`config.mk`:
```
export PLATFORM = sky130hd
export DESIGN_NAME = first_match_substring_delete
export DESIGN_NICKNAME = d
export VERILOG_FILES = /design/src/rtl/fmsd_pkg.sv /design/src/rtl/first_match_substring_delete.sv /design/src/rtl/fmsd_cell.sv /design/src/rtl/fmsd_out_buf.sv
export SDC_FILE = /design/constraint.sdc
export NUM_CORES = 1
export LEC_CHECK = 0
export BUFFER_PORTS_ARGS = -buffer_cell sky130_fd_sc_hd__buf_2
export CAP_MARGIN = 20
export CORE_MARGIN = 4
export CORE_UTILIZATION = 45
export DETAILED_ROUTE_END_ITERATION = 10
export PLACE_DENSITY = 0.72
export SLEW_MARGIN = 20
export SYNTH_ARGS = -nofsm -noshare
export SYNTH_HDL_FRONTEND = slang
export SYNTH_HIERARCHICAL = 1
export SYNTH_SLANG_ARGS = --single-unit
```
`constraint.sdc`:
```
create_clock -name clk -period 6.04 [get_ports clk]
set_input_delay 0.302 -clock clk [delete_from_list [all_inputs] [get_ports clk]]
set_output_delay 0.302 -clock clk [all_outputs]
set_load 0.03 [all_outputs]
```
`src/rtl/fmsd_pkg.sv`:
```
// ----------------------------------------------------------------------------
// fmsd_pkg
// Shared constants and types for the first-match word delete block.
// ----------------------------------------------------------------------------
package fmsd_pkg;

	// longest word the window can hold
	localparam int WORD_MAX = 8;
	localparam int BYTE_W   = 8;
	localparam int KEY_W    = 64;
	localparam int LEN_W    = 4;
	// fill count must hold 0..WORD_MAX
	localparam int FILL_W   = $clog2(WORD_MAX + 1);

	// configuration register indexes
	localparam logic REG_WORD_BYTES  = 1'b0;
	localparam logic REG_WORD_LENGTH = 1'b1;

	typedef logic [BYTE_W-1:0] byte_t;

	// per-cell control from the window sequencer
	typedef struct packed {
		logic insert;
		logic pop;
	} cell_ctl_t;

	// one result item
	typedef struct packed {
		byte_t kept_byte;
		logic  byte_present;
		logic  run_end;
		logic  outcome;
	} result_t;

endpackage

```
`src/rtl/first_match_substring_delete.sv`:
```
// ----------------------------------------------------------------------------
// first_match_substring_delete
// Removes the first occurrence of a configured word from a byte stream.
// ----------------------------------------------------------------------------
// Usage:
//   Sentence bytes enter on sent_valid/sent_stall, one transfer per byte, with
//   sentence_end on the final byte. Results leave on kept_valid/kept_stall.
//   The word (up to 8 bytes, first byte in bits 7..0) and its length are
//   written on the cfg channel (cfg_ready is always high) between sentences.
//   A row of eight byte cells holds the window; a step inserts any accepted
//   byte, compares all cells with the word in parallel and, once the window
//   is full, pops the oldest or drops all on the first match. Throughput:
//   one byte per cycle in steady state. A byte that causes several results
//   (up to 8) takes one step per result, and surplus bytes left by a lowered
//   word length are popped ahead of a match one per step; the input stalls
//   meanwhile. Each result is registered in the output buffer before it leaves.
//   A two-entry output buffer lets one more step complete while the receiver
//   stalls; after that the input stalls too. Nothing is lost or repeated.
//   Reset clears the window, the match flag and both registers (word empty).
// ----------------------------------------------------------------------------
module first_match_substring_delete import fmsd_pkg::*; (
	input  logic             clk,
	input  logic             arst_n,
	// sentence channel
	input  logic             sent_valid,
	output logic             sent_stall,
	input  logic [7:0]       sentence_byte,
	input  logic             sentence_end,
	// result channel
	output logic             kept_valid,
	input  logic             kept_stall,
	output logic [7:0]       kept_byte,
	output logic             byte_present,
	output logic             run_end,
	output logic             outcome,
	// configuration channel
	input  logic             cfg_valid,
	output logic             cfg_ready,
	input  logic             cfg_index,
	input  logic [KEY_W-1:0] cfg_data
);

	logic [KEY_W-1:0]  word_bytes_q;
	logic [LEN_W-1:0]  word_length_q;
	logic [FILL_W-1:0] fill_q;
	logic              match_seen_q;
	logic              drain_q;
	logic              last_q;
	logic              cmp_pend_q;

	logic [FILL_W-1:0] len_eff;
	logic [FILL_W-1:0] ins_pos;
	logic [FILL_W-1:0] fill_w;
	logic              last_w;
	logic              cmp_w;
	logic              space;
	logic              accept;
	logic              step_en;

	byte_t             work [WORD_MAX];
	logic [WORD_MAX-1:0] eq_here;
	logic [WORD_MAX-1:0] eq_prev;
	cell_ctl_t         ctl [WORD_MAX];
	logic              eq0;
	logic              eq1;

	logic              emit;
	result_t           res;
	logic              pop;
	logic              finish;
	logic              set_match;
	logic              done;
	logic              oc;
	logic [FILL_W-1:0] fill_n;
	logic              cmp_n;
	result_t           head_res;

	// configuration writes
	assign cfg_ready = 1'b1;

	always_ff @(posedge clk or negedge arst_n) begin
		if (!arst_n) begin
			word_bytes_q  <= '0;
			word_length_q <= '0;
		end else if (cfg_valid && cfg_ready) begin
			unique case (cfg_index)
				REG_WORD_BYTES:  word_bytes_q  <= cfg_data;
				REG_WORD_LENGTH: word_length_q <= cfg_data[LEN_W-1:0];
				default:         word_bytes_q  <= word_bytes_q;
			endcase
		end
	end

	// effective length and insert slot
	assign len_eff = (word_length_q > LEN_W'(WORD_MAX)) ? FILL_W'(WORD_MAX)
		: FILL_W'(word_length_q);
	assign ins_pos = (fill_q > FILL_W'(WORD_MAX - 1)) ? FILL_W'(WORD_MAX - 1) : fill_q;

	// handshake and step enable
	assign sent_stall = drain_q || !space;
	assign accept     = sent_valid && !sent_stall;
	assign step_en    = drain_q ? space : accept;

	// working view of the window for this step
	assign fill_w = drain_q ? fill_q : ins_pos + FILL_W'(1);
	assign last_w = drain_q ? last_q : sentence_end;
	assign cmp_w  = drain_q ? cmp_pend_q : 1'b1;

	// row of window cells
	for (genvar g = 0; g < WORD_MAX; g++) begin : g_cell
		byte_t right_byte;
		byte_t key_prev;

		if (g == WORD_MAX - 1) begin : g_tail
			assign right_byte = '0;
		end else begin : g_mid
			assign right_byte = work[g+1];
		end

		if (g == 0) begin : g_head
			assign key_prev = word_bytes_q[BYTE_W-1:0];
		end else begin : g_rest
			assign key_prev = word_bytes_q[(g-1)*BYTE_W +: BYTE_W];
		end

		assign ctl[g].insert = accept && (ins_pos == FILL_W'(g));
		assign ctl[g].pop    = step_en && pop;

		fmsd_cell u_cell (
			.clk        (clk),
			.load_byte  (sentence_byte),
			.ctl        (ctl[g]),
			.right_byte (right_byte),
			.key_here   (word_bytes_q[g*BYTE_W +: BYTE_W]),
			.key_prev   (key_prev),
			.work_byte  (work[g]),
			.eq_here    (eq_here[g]),
			.eq_prev    (eq_prev[g])
		);
	end

	// window equals word, aligned at the oldest cell and one cell further in
	always_comb begin
		eq0 = 1'b1;
		eq1 = 1'b1;
		for (int i = 0; i < WORD_MAX; i++) begin
			if (FILL_W'(i) < len_eff) begin
				eq0 = eq0 && eq_here[i];
				if (i + 1 < WORD_MAX) begin
					eq1 = eq1 && eq_prev[i+1];
				end else begin
					eq1 = 1'b0;
				end
			end
		end
	end

	assign oc = (len_eff != '0) && !match_seen_q;

	// one window step: surplus pop, compare, or flush
	always_comb begin
		emit             = 1'b0;
		res.kept_byte    = work[0];
		res.byte_present = 1'b1;
		res.run_end      = 1'b0;
		res.outcome      = 1'b0;
		pop              = 1'b0;
		finish           = 1'b0;
		set_match        = 1'b0;
		done             = 1'b1;
		fill_n           = fill_w;
		cmp_n            = cmp_w;
		priority if (fill_w > len_eff) begin
			// window longer than the word: pass the oldest byte
			emit   = 1'b1;
			pop    = 1'b1;
			fill_n = fill_w - FILL_W'(1);
			if (last_w) begin
				res.run_end = ((len_eff == '0) && (fill_w == FILL_W'(1)))
					|| ((len_eff != '0) && (fill_w == len_eff + FILL_W'(1))
					&& !match_seen_q && eq1);
				done   = res.run_end;
				finish = res.run_end;
			end else begin
				done = (len_eff == '0) && (fill_w == FILL_W'(1));
			end
		end else if ((len_eff != '0) && (fill_w == len_eff) && cmp_w) begin
			// full window: drop it on the first match, else pass the oldest
			if (!match_seen_q && eq0) begin
				set_match = 1'b1;
				fill_n    = '0;
				if (last_w) begin
					emit             = 1'b1;
					res.kept_byte    = '0;
					res.byte_present = 1'b0;
					res.run_end      = 1'b1;
					finish           = 1'b1;
				end
			end else begin
				emit   = 1'b1;
				pop    = 1'b1;
				fill_n = fill_w - FILL_W'(1);
				cmp_n  = 1'b0;
				if (last_w) begin
					res.run_end = (fill_w == FILL_W'(1));
					res.outcome = res.run_end && oc;
					done        = res.run_end;
					finish      = res.run_end;
				end
			end
		end else if (last_w) begin
			// flush what is left, or send the status alone
			emit   = 1'b1;
			finish = 1'b1;
			if (fill_w != '0) begin
				pop         = 1'b1;
				fill_n      = fill_w - FILL_W'(1);
				res.run_end = (fill_w == FILL_W'(1));
				res.outcome = res.run_end && oc;
				done        = res.run_end;
				finish      = res.run_end;
			end else begin
				res.kept_byte    = '0;
				res.byte_present = 1'b0;
				res.run_end      = 1'b1;
				res.outcome      = oc;
			end
		end else begin
			done = 1'b1;
		end
	end

	// sequencer state
	always_ff @(posedge clk or negedge arst_n) begin
		if (!arst_n) begin
			fill_q       <= '0;
			match_seen_q <= 1'b0;
			drain_q      <= 1'b0;
			last_q       <= 1'b0;
			cmp_pend_q   <= 1'b0;
		end else if (step_en) begin
			fill_q       <= finish ? '0 : fill_n;
			match_seen_q <= finish ? 1'b0 : (match_seen_q || set_match);
			drain_q      <= !done;
			last_q       <= last_w;
			cmp_pend_q   <= cmp_n;
		end
	end

	// result buffer
	fmsd_out_buf u_out_buf (
		.clk        (clk),
		.arst_n     (arst_n),
		.push       (step_en && emit),
		.push_res   (res),
		.space      (space),
		.kept_valid (kept_valid),
		.kept_stall (kept_stall),
		.head_res   (head_res)
	);

	assign kept_byte    = head_res.kept_byte;
	assign byte_present = head_res.byte_present;
	assign run_end      = head_res.run_end;
	assign outcome      = head_res.outcome;

	// between items the window never holds a full word-max of bytes
	a_fill_idle: assert property (@(posedge clk) disable iff (!arst_n)
		!drain_q |-> (fill_q <= FILL_W'(WORD_MAX - 1)))
		else $error("window overfull between items");

	// the end mark leaves the block with a cleared window
	a_end_clears: assert property (@(posedge clk) disable iff (!arst_n)
		(step_en && emit && res.run_end) |=>
		((fill_q == '0) && !match_seen_q && !drain_q))
		else $error("window not cleared after end of sentence");

	// a status-only result is always the last of its sentence
	a_status_end: assert property (@(posedge clk) disable iff (!arst_n)
		(step_en && emit && !res.byte_present) |-> res.run_end)
		else $error("status-only result without end mark");

endmodule

```
`src/rtl/fmsd_cell.sv`:
```
// ----------------------------------------------------------------------------
// fmsd_cell
// One byte of the sliding window: takes a new byte, shifts toward the oldest
// end, and compares its byte against two word positions.
// ----------------------------------------------------------------------------
module fmsd_cell import fmsd_pkg::*; (
	input  logic      clk,
	input  byte_t     load_byte,
	input  cell_ctl_t ctl,
	input  byte_t     right_byte,
	input  byte_t     key_here,
	input  byte_t     key_prev,
	output byte_t     work_byte,
	output logic      eq_here,
	output logic      eq_prev
);

	byte_t data_q;

	// view of this cell once the new byte is in place
	assign work_byte = ctl.insert ? load_byte : data_q;

	// compare at its own word position and at the one before it
	assign eq_here = (work_byte == key_here);
	assign eq_prev = (work_byte == key_prev);

	// shift from the younger neighbor on a pop
	always_ff @(posedge clk) begin
		if (ctl.pop) begin
			data_q <= right_byte;
		end else begin
			data_q <= work_byte;
		end
	end

endmodule

```
`src/rtl/fmsd_out_buf.sv`:
```
// ----------------------------------------------------------------------------
// fmsd_out_buf
// Two-entry result buffer: output register plus skid register, so the window
// keeps working for one more result while the receiver stalls.
// ----------------------------------------------------------------------------
module fmsd_out_buf import fmsd_pkg::*; (
	input  logic    clk,
	input  logic    arst_n,
	input  logic    push,
	input  result_t push_res,
	output logic    space,
	output logic    kept_valid,
	input  logic    kept_stall,
	output result_t head_res
);

	logic    head_v_q;
	logic    skid_v_q;
	result_t head_q;
	result_t skid_q;
	logic    pop;

	assign pop        = head_v_q && !kept_stall;
	assign space      = !skid_v_q;
	assign kept_valid = head_v_q;
	assign head_res   = head_q;

	// occupancy
	always_ff @(posedge clk or negedge arst_n) begin
		if (!arst_n) begin
			head_v_q <= 1'b0;
			skid_v_q <= 1'b0;
		end else if (skid_v_q) begin
			if (pop) begin
				skid_v_q <= 1'b0;
			end
		end else if (head_v_q) begin
			if (push && !pop) begin
				skid_v_q <= 1'b1;
			end else if (!push && pop) begin
				head_v_q <= 1'b0;
			end
		end else if (push) begin
			head_v_q <= 1'b1;
		end
	end

	// payload
	always_ff @(posedge clk) begin
		if (skid_v_q) begin
			if (pop) begin
				head_q <= skid_q;
			end
		end else if (push) begin
			if (!head_v_q || pop) begin
				head_q <= push_res;
			end else begin
				skid_q <= push_res;
			end
		end
	end

	// skid entry only exists behind a head entry
	a_skid_behind_head: assert property (@(posedge clk) disable iff (!arst_n)
		skid_v_q |-> head_v_q)
		else $error("skid entry without head entry");

	// no result is pushed into a full buffer
	a_no_overflow: assert property (@(posedge clk) disable iff (!arst_n)
		push |-> !skid_v_q)
		else $error("result pushed while buffer full");

	// a stalled head result holds still
	a_head_stable: assert property (@(posedge clk) disable iff (!arst_n)
		(head_v_q && kept_stall) |=> (head_v_q && $stable(head_q)))
		else $error("head result changed while stalled");

endmodule
```
==> impl_metrics.toml, run 1 <==
[pwr]
p_sw_share_pct = 36.6
leakage_nw = 4.13
p_int_mw = 3.81
pwr-share-seq_pct = 29.8
power.net_switching_mw = 2.20
irDropWorstVdd_v = 0.000436
p_comb_share_pct = 53.0
power_density_mw_per_mm2 = 583
share_clk_of_total_power_pct = 17.2

[cts]
clock-sinks = 164
clk_pin_slew_ns = 0.07
h-tree-depth = 4
cts_setup_buffers = 0
tritoncts = "built"
hold_buffers = 0
clk_latency_ns = 0.44
clk_path_buf_depth = 2
cts-root-buf = "clkbuf_16"
cts_resized = 0
numCtsBuffers = 17

[detailed_routing]
via_per_inst = 5.26
drt-pass1-iter-count = 5
drt-total-wl_um = 19400
ant_nets = 0
first_iter_violations = 434
num_vias = 5831
drc = 0
wl_per_cell_um = 17.5

[cells_and_area]
n_fill_cell = 1761
antenna_cells = 0
final_cells = 1109
fin_area_mm2 = 0.0103
syn_to_final_growth_pct = 13.5
final_layout_size_suffix_gt1_share_pct = 40.8
final_nets = 923

[sta]
max_slew_margin_pct = 35.6
worst_slew_pin_slew_ns = 0.963
skew_ns = 0.0134
setup_viol = 0
period_share_pct = 82.3
fmax_mhz = 201
drv_slew = 0
hold_violations = 0
finalSetupTns_ns = 0
fin_crit_ns = 4.97
rsz0062_at_grt = "false"

[setup_path]
reg2reg_slack_ns = 1.07
worst-setup-path-type = "reg -> reg"
critPathCaptureType = "register"
crit_path_max_fanout = 64
crit_required_ns = 6.36
start_kind = "register"
worst-endpoint-arrival_ns = 5.29

[floorplanning]
die_h_um = 150
core_mm2 = 0.0197
dieWidth_um = 150
ioPinCount = 93
rows = 51
start_util_pct = 46.3
dieArea_mm2 = 0.0225

[status]
outcome = "completed"

[global_route]
antenna_found_initial = 0
grt_max_degree = 79
grt_pass1_wl_um = 31500
grt_overflow = 0
grt_pass1_vias = 5852
grt_usage_pct = 17.9

[place]
hpwlAfterDp_um = 14100
dpl_cell_area_mm2 = 0.00975
portBuffers = 91
routabilityCongestion = 0.912
dp.cells = 1076

[logic_synthesis]
syn_inst = 739
synth_area_per_cell_um2 = 12.3
syn_area_mm2 = 0.00909
yosys_warnings = 6

[hold_path]
holdCritPathClass = "in -> reg"

[flow_run]
max_cap_viol_count = 0
sequential cells by signal (all words and copies together), names as in the netlist:
name,cells
cmp_pend_q,1
drain_q,1
fill_q,4
g_cell.u_cell/data_q,64
last_q,1
match_seen_q,1
u_out_buf/head_res,11
u_out_buf/kept_valid,1
u_out_buf/skid_q,11
u_out_buf/skid_v_q,1
word_bytes_q,64
word_length_q,4
metrics by stage:
step | setup slack [ns] | util [%] | hold slack (ns) | power, mW
2_1_floorplan | 2.00 | - | 0.00641 | 4.41
3_3_place_gp | 1.25 | 49.6 | 0.481 | 4.90
3_5_place_dp | 1.17 | 49.6 | 0.496 | 4.98
4_1_cts | 1.12 | 52.4 | 0.0742 | 6.03
5_1_grt | 0.639 | 52.5 | 0.0806 | 6.40
6_report | 1.07 | 52.5 | 0.0907 | 6.01
worst max-delay path, stage by stage, from the launching register on:
cell	delay [ns]
dfrtp_1	0.62
inv_1	0.26
nand3_1	0.23
nor2_1	0.21
and2_1	0.53
mux2_4	0.38
xnor2_1	0.14
nand4_1	0.13
nor2_1	0.27
o21ai_0	0.14
a22o_1	0.27
o21ai_0	0.36
nand2_1	0.19
a21oi_1	0.27
nor2_4	0.04
buf_4	0.34
mux2_2	0.39
path summary, 6_finish.rpt:
check                                                           to  cells after the start                          from
max in group asynchronous                       last_q$_DFFE_PN0P_                      2                        arst_n
worst min register to register                  last_q$_DFFE_PN0P_                      2            last_q$_DFFE_PN0P_
min in group asynchronous             word_bytes_q[46]$_DFFE_PN0P_                      2                        arst_n
worst min-delay path                  word_bytes_q[15]$_DFFE_PN0P_                      2                  cfg_data[15]
worst max-delay path            g_cell[2].u_cell/data_q[6]$_DFF_P_                     16  u_out_buf/skid_v_q$_DFF_PN0_
worst max register to register  g_cell[2].u_cell/data_q[6]$_DFF_P_                     16  u_out_buf/skid_v_q$_DFF_PN0_
cell usage in the layout (no fill, tap or decap), drive strengths merged, types with 3 or more instances in the layout:
cell type / n
and2: 17
inv: 21
ha: 13
edfxtp: 22
nand2: 20
o22ai: 3
nor2b: 3
or2: 4
nand4: 31
a21oi: 14
nor2: 29
buf: 95
o21ai: 10
clkinvlp: 3
xnor2: 122
mux2i: 3
conb: 9
clkbuf: 17
o31ai: 5
clkinv: 7
dfxtp: 64
nand3: 3
dfrtp: 78
nor3: 6
o211ai: 5
mux2: 208
a31oi: 3
layer usage:
layer  track usage [%]  part of all wire [%]  vias to the layer above  routed length, um
met2              27.7                    45                      157               8810
met1              25.5                    49                     2831               9430
met4              5.26                   1.7                        0                327
met5                 0                     0                        -                  0
met3              3.76                   4.4                       26                861
li1                  -                     -                     2817                  -
layout make-up:
| cell class | instances | area [um^2] | area share, % |
|---|---|---|---|
| Inverter | 17 | 63.8 | 0.618 |
| Tap cell | 265 | 332 | 3.21 |
| Sequential cell | 164 | 3890 | 37.7 |
| Timing Repair Buffer | 96 | 502 | 4.86 |
| Clock buffer | 17 | 425 | 4.12 |
| Clock inverter | 15 | 133 | 1.29 |
| Multi-Input combinational cell | 535 | 4970 | 48.2 |
power by group through the flow:
stage,Combinational (mW),Sequential [mW],Clock (mW)
6_report,3.19,1.79,1.03
5_1_grt,3.47,1.83,1.11
4_1_cts,3.18,1.79,1.05
3_5_place_dp,3.17,1.81,0
3_3_place_gp,3.10,1.80,0
2_1_floorplan,2.59,1.82,0
Power figures use the tool's default switching activity.
==> run 2, diff against run 1 <==
==> constraint.sdc (replaced) <==
create_clock -name clk -period 4.6 [get_ports clk]
set_input_delay 0.23 -clock clk [delete_from_list [all_inputs] [get_ports clk]]
set_output_delay 0.23 -clock clk [all_outputs]
set_load 0.03 [all_outputs]
==> run 2 against run 1 <==
Combinational power grew 37%. Worst hold slack got worse by 0.059 ns. Die area did not move. Largest cell class unchanged.
==> impl_metrics.toml, run 2 (synthesis results as in run 1) <==
[setup_path]
start_kind = "register"
crit_required_ns = 4.90
worst-endpoint-arrival_ns = 4.47
reg2reg_depth = 18
cpMaxStageDelayCell = "dfrtp_1"
cp_num_buf_inv = 4
critPathCaptureType = "register"
r2r-start = "drain_q$_DFFE_PN0P_"
worst-setup-path-type = "reg -> reg"
worst_path_largest_cell_delay_ns = 0.37
reg2reg_slack_ns = 0.43
r2r_end = "g_cell[2].u_cell/data_q[7]$_DFF_P_"
crit_path_max_fanout = 64
crit_path_cell_trace = "inv_1 -> nand3_1 -> nor2_1 -> and2_1 -> buf_4 -> mux2_4 -> xnor2_1 -> nand4_1 -> nor2_1 -> o211ai_1 -> a22o_1 -> o21ai_0 -> buf_4 -> nand2_1 -> a21oi_1 -> nor2_4 -> buf_12 -> mux2_2"
critPathTopFamily = "simple AND/OR/NAND/NOR gates"

[floorplanning]
die_h_um = 150
start_util_pct = 46.3
ioPinCount = 93
dieWidth_um = 150
rows = 51
dieArea_mm2 = 0.0225
core_mm2 = 0.0197

[detailed_routing]
drc = 0
ant_nets = 0
drt-total-wl_um = 20100
wl_per_cell_um = 17.9
via_per_inst = 5.24
drt-pass1-iter-count = 4
num_vias = 5894
first_iter_violations = 322

[place]
dp_slack_ns = 0.315
hpwlAfterDp_um = 14900
routabilityCongestion = 0.861
dp.cells = 1091
portBuffers = 91

[hold_path]
min_to = "word_bytes_q[35]$_DFFE_PN0P_"
hold_path_depth = 2
holdCritPathClass = "in -> reg"
min_from = "cfg_data[35]"

[cells_and_area]
final_cell_mix = "mux2_2, xnor2_1, buf_2"
top_regs = "g_cell.u_cell/data_q (64), word_bytes_q (64)"
antenna_cells = 0
final_cells = 1124
syn_to_final_growth_pct = 15.0
final_util_pct = 53.2
final_layout_size_suffix_gt1_share_pct = 41.9
final_nets = 938
final_common_cell = "mux2_2"

[global_route]
grt_max_degree = 79
grt_pass1_wl_um = 32900
grt_usage_pct = 18.7
antenna_found_initial = 0
grt_overflow = 0
grt_pass1_vias = 6053

[cts]
clock-sinks = 164
clk_latency_ns = 0.43
clk_path_buf_depth = 2
tritoncts = "built"
cts_setup_buffers = 0
h-tree-depth = 4
numCtsBuffers = 17
cts-root-buf = "clkbuf_16"
clk_pin_slew_ns = 0.07

[sta]
skew_ns = 0.0119
hold_violations = 0
drv_slew = 0
finalSetupTns_ns = 0
rsz0062_at_grt = "false"
setup_viol = 0
layout_setup_ws_ns = 0.434
holdWs_ns = 0.0320
period_share_pct = 90.6
fin_crit_ns = 4.17
fmax_mhz = 240
worst_slew_pin_slew_ns = 0.833
max_slew_margin_pct = 44.3

[pwr]
leakage_nw = 4.23
power_density_mw_per_mm2 = 770
irDropWorstVdd_v = 0.000506

[flow_run]
max_cap_viol_count = 0

[status]
outcome = "completed"
-- run 2: worst max-delay path by stage --
stage / from / slack [ns] / to / cells after the start
finish: drain_q$_DFFE_PN0P_ / 0.43 / g_cell[2].u_cell/data_q[7]$_DFF_P_ / 18
global route: drain_q$_DFFE_PN0P_ / 0.1 / u_out_buf/skid_q[0]$_DFFE_PP_ / 16
CTS: fill_q[3]$_DFFE_PN0P_ / 0.27 / u_out_buf/skid_q[5]$_DFFE_PP_ / 16
detailed placement: fill_q[3]$_DFFE_PN0P_ / 0.31 / u_out_buf/skid_q[10]$_DFFE_PP_ / 16
global placement: drain_q$_DFFE_PN0P_ / 0.33 / g_cell[6].u_cell/data_q[6]$_DFF_P_ / 17
floorplan: fill_q[0]$_DFFE_PN0P_ / 0.56 / u_out_buf/head_res[0]$_DFFE_PP_ / 12
-- run 2: routing by layer --
metal  GRT usage (%)  up-vias  share of wire, %
met4            5.26        0               1.4
met3            3.79       19               4.2
met1            25.2     2914                47
met2            30.9      125                48
li1                -     2836                 -
met5               0        -                 0
-- run 2: layout make-up --
class	count	area (um^2)
multi-input cells	535	4970
flip-flops and latches	164	3890
fillers	1733	9200
clock inverters	12	133
well taps	265	332
clock buffers	20	437
repair buffers	111	627
inverters	17	63.8
-- run 2: where the power goes --
part	total (mW)	switching [mW]	leakage [nW]	internal [mW]
clock network	1.38	0.577	0.282	0.801
logic	4.37	2.08	2.29	2.29
registers	2.30	0.242	1.66	2.06
-- run 2: what timing repair did --
action	CTS	global route
setup endpoints to repair	0	67
resized for setup	0	2
endpoints found under the hold margin	0	78
hold buffers	0	1
-- run 2: per-stage QoR --
step                      cell area (um^2)  power [mW]
after detailed placement              9870        6.68
after floorplan                       9120        5.79
after global routing                 10500        8.61
after CTS                            10400        8.09
final                                10500        8.05
after global placement                9870        6.58
